[config.mk]
export PLATFORM = sky130hd
export DESIGN_NAME = ldrf_ctrl
export DESIGN_NICKNAME = d
export VERILOG_FILES = /design/src/ldrf_pkg.sv /design/src/ldrf_ctrl.sv
export SDC_FILE = /design/constraint.sdc
export NUM_CORES = 1
export LEC_CHECK = 0
export BUFFER_PORTS_ARGS = -buffer_cell sky130_fd_sc_hd__clkbuf_2
export CORE_AREA = 2 2 39 41
export CTS_CLUSTER_DIAMETER = 100
export DETAILED_ROUTE_END_ITERATION = 7
export DIE_AREA = 0 0 41 43
export HOLD_SLACK_MARGIN = 0.1
export SETUP_SLACK_MARGIN = 0.02
export SLEW_MARGIN = 20
export SYNTH_ARGS = -nofsm -noshare
export SYNTH_HDL_FRONTEND = slang
export SYNTH_SLANG_ARGS = --single-unit
[constraint.sdc]
create_clock -name clk -period 1.7 [get_ports clk]
set_clock_uncertainty 0.1 [all_clocks]
set_input_delay 0.17 -clock clk [delete_from_list [all_inputs] [get_ports clk]]
set_output_delay 0.17 -clock clk [all_outputs]
set_load 0.02 [all_outputs]
[src/ldrf_pkg.sv]
`timescale 1ns / 1ps
// ---------------------------------------------------------------------------
// ldrf_pkg
// Shared types and constants of the local dynamic range filter: register
// indexes, arithmetic widths, controller states and the command and status
// groups between controller and datapath.
// ---------------------------------------------------------------------------
package ldrf_pkg;

    // Default frame size limits.
    localparam int DEF_MAX_WIDTH  = 2048;
    localparam int DEF_MAX_HEIGHT = 2048;

    // Neighborhood geometry.
    localparam int WIN_RAD  = 2;
    localparam int WIN_SIDE = 2 * WIN_RAD + 1;
    localparam int WIN_CW   = 3;

    // Pixel and configuration widths.
    localparam int CH_W       = 8;
    localparam int PIX_W      = 4 * CH_W;
    localparam int CFG_DATA_W = 12;
    localparam int CFG_IDX_W  = 2;
    localparam int ALPHA_W    = 9;

    // Register indexes of the configuration port.
    localparam logic [CFG_IDX_W-1:0] CFG_ALPHA  = 2'd0;
    localparam logic [CFG_IDX_W-1:0] CFG_WIDTH  = 2'd1;
    localparam logic [CFG_IDX_W-1:0] CFG_HEIGHT = 2'd2;

    // Reset values of the frame size registers.
    localparam int RST_WIDTH  = 640;
    localparam int RST_HEIGHT = 480;

    // Arithmetic: sum of 25 r+g+b values, gain times sum, full product.
    localparam int SUM_W   = 15;
    localparam int M1_W    = 24;
    localparam int PROD_W  = 32;
    localparam int Q_W     = 9;
    localparam int VAL_W   = 11;

    // Division by 4876875 as a multiply by ceil(2^54 / 4876875) and a shift
    // by 54; exact for every dividend below 2^31.
    localparam logic [PROD_W-1:0] LDR_RECIP = 32'd3693840525;
    localparam int                RECIP_SH  = 54;

    // Controller states, one-hot.
    typedef enum logic [7:0] {
        S_IDLE = 8'b0000_0001,
        S_CTR  = 8'b0000_0010,
        S_WIN  = 8'b0000_0100,
        S_SUM  = 8'b0000_1000,
        S_MUL1 = 8'b0001_0000,
        S_MUL2 = 8'b0010_0000,
        S_DIV  = 8'b0100_0000,
        S_OUT  = 8'b1000_0000
    } state_t;

    // Commands from the controller to the datapath.
    typedef struct packed {
        logic take;
        logic cap_ctr;
        logic win_rd;
        logic mul1;
        logic mul2;
        logic div_step;
        logic load_out;
    } cmd_t;

    // Status from the datapath to the controller.
    typedef struct packed {
        logic emit;
        logic interior;
        logic win_last;
        logic out_free;
    } status_t;

endpackage

[src/ldrf_ctrl.sv]
`timescale 1ns / 1ps
// ---------------------------------------------------------------------------
// ldrf_ctrl
// Controller: sequences acceptance, center read, window reads, multiply,
// divide and output load for one transaction at a time.
// ---------------------------------------------------------------------------
module ldrf_ctrl (
    input  logic              clk,
    input  logic              rst_n,
    input  logic              in_valid,
    output logic              in_ready,
    input  ldrf_pkg::status_t st,
    output ldrf_pkg::cmd_t    cmd
);
    import ldrf_pkg::*;

    state_t state_reg;
    state_t state_next;

    // Next state and commands.
    always_comb
    begin
        state_next = state_reg;
        cmd        = '0;
        in_ready   = 1'b0;
        case (state_reg)
            S_IDLE:
            begin
                in_ready = 1'b1;
                if (in_valid)
                begin
                    cmd.take = 1'b1;
                    if (st.emit)
                        state_next = S_CTR;
                end
            end
            S_CTR:
            begin
                cmd.cap_ctr = 1'b1;
                state_next  = st.interior ? S_WIN : S_OUT;
            end
            S_WIN:
            begin
                cmd.win_rd = 1'b1;
                if (st.win_last)
                    state_next = S_SUM;
            end
            S_SUM:
            begin
                state_next = S_MUL1;
            end
            S_MUL1:
            begin
                cmd.mul1   = 1'b1;
                state_next = S_MUL2;
            end
            S_MUL2:
            begin
                cmd.mul2   = 1'b1;
                state_next = S_DIV;
            end
            S_DIV:
            begin
                cmd.div_step = 1'b1;
                state_next   = S_OUT;
            end
            S_OUT:
            begin
                if (st.out_free)
                begin
                    cmd.load_out = 1'b1;
                    state_next   = S_IDLE;
                end
            end
            default:
            begin
                state_next = S_IDLE;
            end
        endcase
    end

    always_ff @(posedge clk or negedge rst_n)
    begin
        if (!rst_n)
            state_reg <= S_IDLE;
        else
            state_reg <= state_next;
    end

    // Sequencing checks.
    a_no_emit_idle: assert property (@(posedge clk) disable iff (!rst_n)
        (state_reg == S_IDLE && in_valid && !st.emit) |=> state_reg == S_IDLE)
        else $error("left idle without a result");
    a_win_to_sum: assert property (@(posedge clk) disable iff (!rst_n)
        (state_reg == S_WIN && st.win_last) |=> state_reg == S_SUM)
        else $error("window walk did not end");
    a_div_to_out: assert property (@(posedge clk) disable iff (!rst_n)
        (state_reg == S_DIV) |=> state_reg == S_OUT)
        else $error("divide did not end");
endmodule

Word-level counts from Yosys, hierarchy flattened
Cells that the tools add are included.
{"block": "totals", "latch_bits": 0, "memories": 0, "rom_bits": 0, "register_bits": 8, "input_bits": 7, "ramBits": 0}
{"block": "op_classes", "addsub": 0, "n_shift": 0, "div_mod_pow": 0, "bitwise": 0, "n_mul": 0, "n_reduce_logical": 1, "order_cmp": 0, "n_eq_ne": 12, "mux": 16}
{"op": "$pmux W8 S8", "n": 1}
{"op": "$mux W8", "n": 5}
{"op": "$mux W1", "n": 10}
{"op": "$eq A8 B1 Y1 const B", "n": 1}
{"op": "$eq A8 B2 Y1 const B", "n": 1}
{"op": "$eq A8 B3 Y1 const B", "n": 1}
{"op": "$eq A8 B4 Y1 const B", "n": 1}
{"op": "$eq A8 B5 Y1 const B", "n": 1}
{"op": "$eq A8 B6 Y1 const B", "n": 1}
{"op": "$eq A8 B7 Y1 const B", "n": 1}
{"op": "$eq A8 B8 Y1 const B", "n": 1}
{"op": "$ne A2 B2 Y1 const B", "n": 4}
{"op": "$reduce_and A4 Y1", "n": 1}

Longest topological paths before layout
{"block": "depth", "depth_word": 3, "mapped_depth": 4, "mapped_depth_nobuf": 4}

Worst setup path after synthesis
No wires, ideal clock.
{"block": "synth_timing", "path_kind": "reg-to-output", "from": "register state_reg[3]", "to": "output port cmd[3] in the netlist's numbering", "required_ps": 1430, "path_stages_with_launch": 4, "arrival_time_ps": 1560, "setup_slack_ps": -130, "cell_sequence": "dfrtp_1 nor3_4 nand2_1 nor4b_1"}
{"element": "start, declared", "line_no": "ldrf_ctrl.sv:17", "text": "state_t state_reg;"}
{"element": "start signal, assigned", "line_no": "ldrf_ctrl.sv:87", "text": "state_reg <= state_next;"}
{"element": "end, declared", "line_no": "ldrf_ctrl.sv:13", "text": "output ldrf_pkg::cmd_t cmd"}

==> reports/qor.yml <==
syn_nets: 52
cts_buffers: 3
antenna_found_initial: 0
outcome: "finished with violations"
cp-start-kind: "register"
vias_per_cell: 4.91
leakagePower_uw: 0.000395
synth-seq-cells: 8
internal-power_uw: 559
cp-end-kind: "output pin"
slew-limit-headroom_pct: 78.6
largest_reg_flops: 8
setup_viol: 5
layout-drive-gt1-share_pct: 57.5
antenna_cells: 0
synth_ff_type: "dfrtp_1"
critPathTopFamily: "simple AND/OR/NAND/NOR gates"
initial_utilization_pct: 34.5
hold_path_end: "state_reg[1]"
place.gp.congestion: 0.736
ys_warn_count: 0
r2r_start: "state_reg[3]"
clockPowerShare_pct: 17.8
ctsHtreeMaxLevel: 1
fillerInstances: 115
synthTopCellsByCount: "dfrtp_1 (7), nor3b_1 (5), nand2_1 (3), nor2_1 (3), nor4b_1 (3)"
min-delay-start: "in_valid"
peakVddDrop_v: 0.000641
ant_nets: 0
core-area_mm2: 0.00138
grt_setup_unrepaired: "yes"
crit_chain: "nor3_4 > buf_4 > nand2_2 > nor3b_4 > clkbuf_8"
finalCritPeriodShare_pct: 106
tightestPinTransition_ns: 0.317
path_buf_inv: 2
yosys-top-cells-area: "dfrtp_1 (37%), nor3b_1 (7.9%), dfstp_2 (5.5%), nor4b_1 (5.5%), nor4b_4 (5.0%)"
rows: 14
boundaryPins: 15
synth_top_family_by_area: "simple AND/OR/NAND/NOR gates"
p_sw_uw: 323
cts.sinks: 8
worst_path_max_delay_cell: "dfrtp_1"
fin_crit_ns: 1.81
slew_violations: 0
drt_pass1_iterations: 4
drcViolationCount: 0
ys_types: 26
grt_max_degree: 9
sw_frac_of_total_pct: 36.6
synth_top_area_share_pct: 36.6
synth_compound_area_share_pct: 10.7
synth_top_cell_by_area: "dfrtp_1"
arrival_ns: 1.54
clock_latency_ns: 0.25
hold_viol: 0
clkTransAtPathRegs_ns: 0.06
violations: "negative setup slack"
p_comb_share_pct: 52.1
io_buffer_count: 14
fmax_mhz: 553
dp_hpwl_um: 845
dieHeight_um: 43
required_ns: 1.43
cts-root-buf: "clkbuf_4"
synth.area.mux_share_pct: 0
worst_hold_path.num_cells: 2
ctsLongestPathBuffers: 2
yosysMostFrequentCell: "dfrtp_1"
grt_pass1_wl_um: 1900
max_stage_delay_ns: 0.41
dr_total_vias: 471
overflow: 0
regArea_um2: 201
grt_pass1_vias: 471
tns_ns: -0.349
final_nets: 88
cp_max_fo: 4
drt_iter0_drc: 6
wl_per_cell_um: 12.5
synth-adder-area-share_pct: 2.36
r2r_cells: 5
die_w_um: 41
multi_input_area_um2: 333
fin_ws_ns: -0.108
area_growth_pct: 75.1
async_flop_share_pct: 100
p_seq_share_pct: 30.1
yosysSeqAreaShare_pct: 42.1
critPathKind: "register to output pin"
grtUsageTotal_pct: 16.2
synth_simple_gate_area_share_pct: 42.1
min_path_type: "input port to register"
r2r-end: "state_reg[0]"
cap_viol_max_count: 0
p_per_area_mw_per_mm2: 1050
die-area_mm2: 0.00176
avgSynthCellArea_um2: 10.6
synthCells: 45
r2r_slack_ns: 0.09
tritoncts: "yes"
drt_wl_total_um: 1200
synth_xor_area_share_pct: 1.83
place_ws_ns: 0.113
synth-edff-count: 0
synth_area_um2: 478
## power groups by stage
stage | logic (uW) | registers [uW] | clock network [uW]
CTS | 416 | 264 | 160
finish | 460 | 265 | 157
global route | 494 | 270 | 176
detailed placement | 330 | 258 | 0
floorplan | 207 | 260 | 0
global placement | 329 | 256 | 0
## worst register-to-register path: cells and delay by family, from the launching register on
family / cells / cell delay (ns)
simple gates: 2 / 0.28
compound gates: 1 / 0.26
fa+ha+maj: 1 / 0.33
buf+inv: 1 / 0.15
flops: 1 / 0.41
## stage by stage
step                      cell area [um2]  hold slack (ns)  instances  util [%]  total power [uW]
after floorplan                       494           -0.226         45         -               467
after global placement                667          -0.0749         86      48.2               585
after detailed placement              667          -0.0742         86      48.2               587
after CTS                             800            0.103         95      57.8               840
after global routing                  837            0.119         96      60.5               939
final                                 837            0.108         96      60.5               882
## cell type report
| cell class | instances | share of cell area (%) |
|---|---|---|
| Clock buffer | 4 | 3.14 |
| Inverter | 1 | 0.448 |
| Multi-Input combinational cell | 36 | 39.8 |
| Sequential cell | 8 | 24.1 |
| Tap cell | 16 | 2.39 |
| Timing Repair Buffer | 31 | 30.2 |
## repair_timing
action                                 4_1_cts  5_1_grt
pin swaps                                    3        2
endpoints found under the hold margin       11        0
setup buffers                                1        1
hold buffers                                 4        0
resized for setup                           12       15
setup endpoints to repair                    8        9
## placed cells by master, fill, tap and decap left out, types with 2 or more instances in the layout
cell,count
nor3_4,2
nor4b_1,2
dlygate4sd3_1,4
nor2_1,2
dfrtp_1,7
clkbuf_4,3
o21ai_0,2
nand2_2,3
nor3b_1,2
and3_1,2
nor3b_2,2
buf_8,2
clkbuf_2,6
nor4b_4,2
buf_4,17
## layer usage
| metal | vias to the layer above | GRT usage [%] | share of wire, % | wire (um) |
|---|---|---|---|---|
| met3 | 2 | 3.14 | 1.6 | 19 |
| li1 | 240 | - | - | - |
| met1 | 223 | 20.9 | 46 | 546 |
| met2 | 6 | 24.7 | 51 | 614 |
| met4 | 0 | 8.00 | 1.6 | 19 |
| met5 | - | 0 | 0 | 0 |
## worst max-delay path by stage
| stage | from | endpoint | slack, ns | cells past startpoint |
|---|---|---|---|---|
| floorplan | state_reg[7] | cmd[6] | -0.09 | 4 |
| global placement | state_reg[7] | state_reg[0] | 0.12 | 5 |
| detailed placement | state_reg[7] | state_reg[0] | 0.11 | 5 |
| CTS | state_reg[3] | cmd[4] | -0.09 | 5 |
| global route | state_reg[3] | cmd[4] | -0.21 | 5 |
| finish | state_reg[3] | cmd[4] | -0.11 | 5 |
## cell families (layout without fill, tap and decap cells)
group,count (synthesis),count (layout)
AO/OA/AOI/OAI,7,7
XOR/XNOR,1,1
AND/OR/NAND/NOR,27,27
flip-flops,8,8
buffers and inverters,1,36
adder cells (fa/ha/maj),1,1
Note: power is estimated with default switching activity, not from simulation.
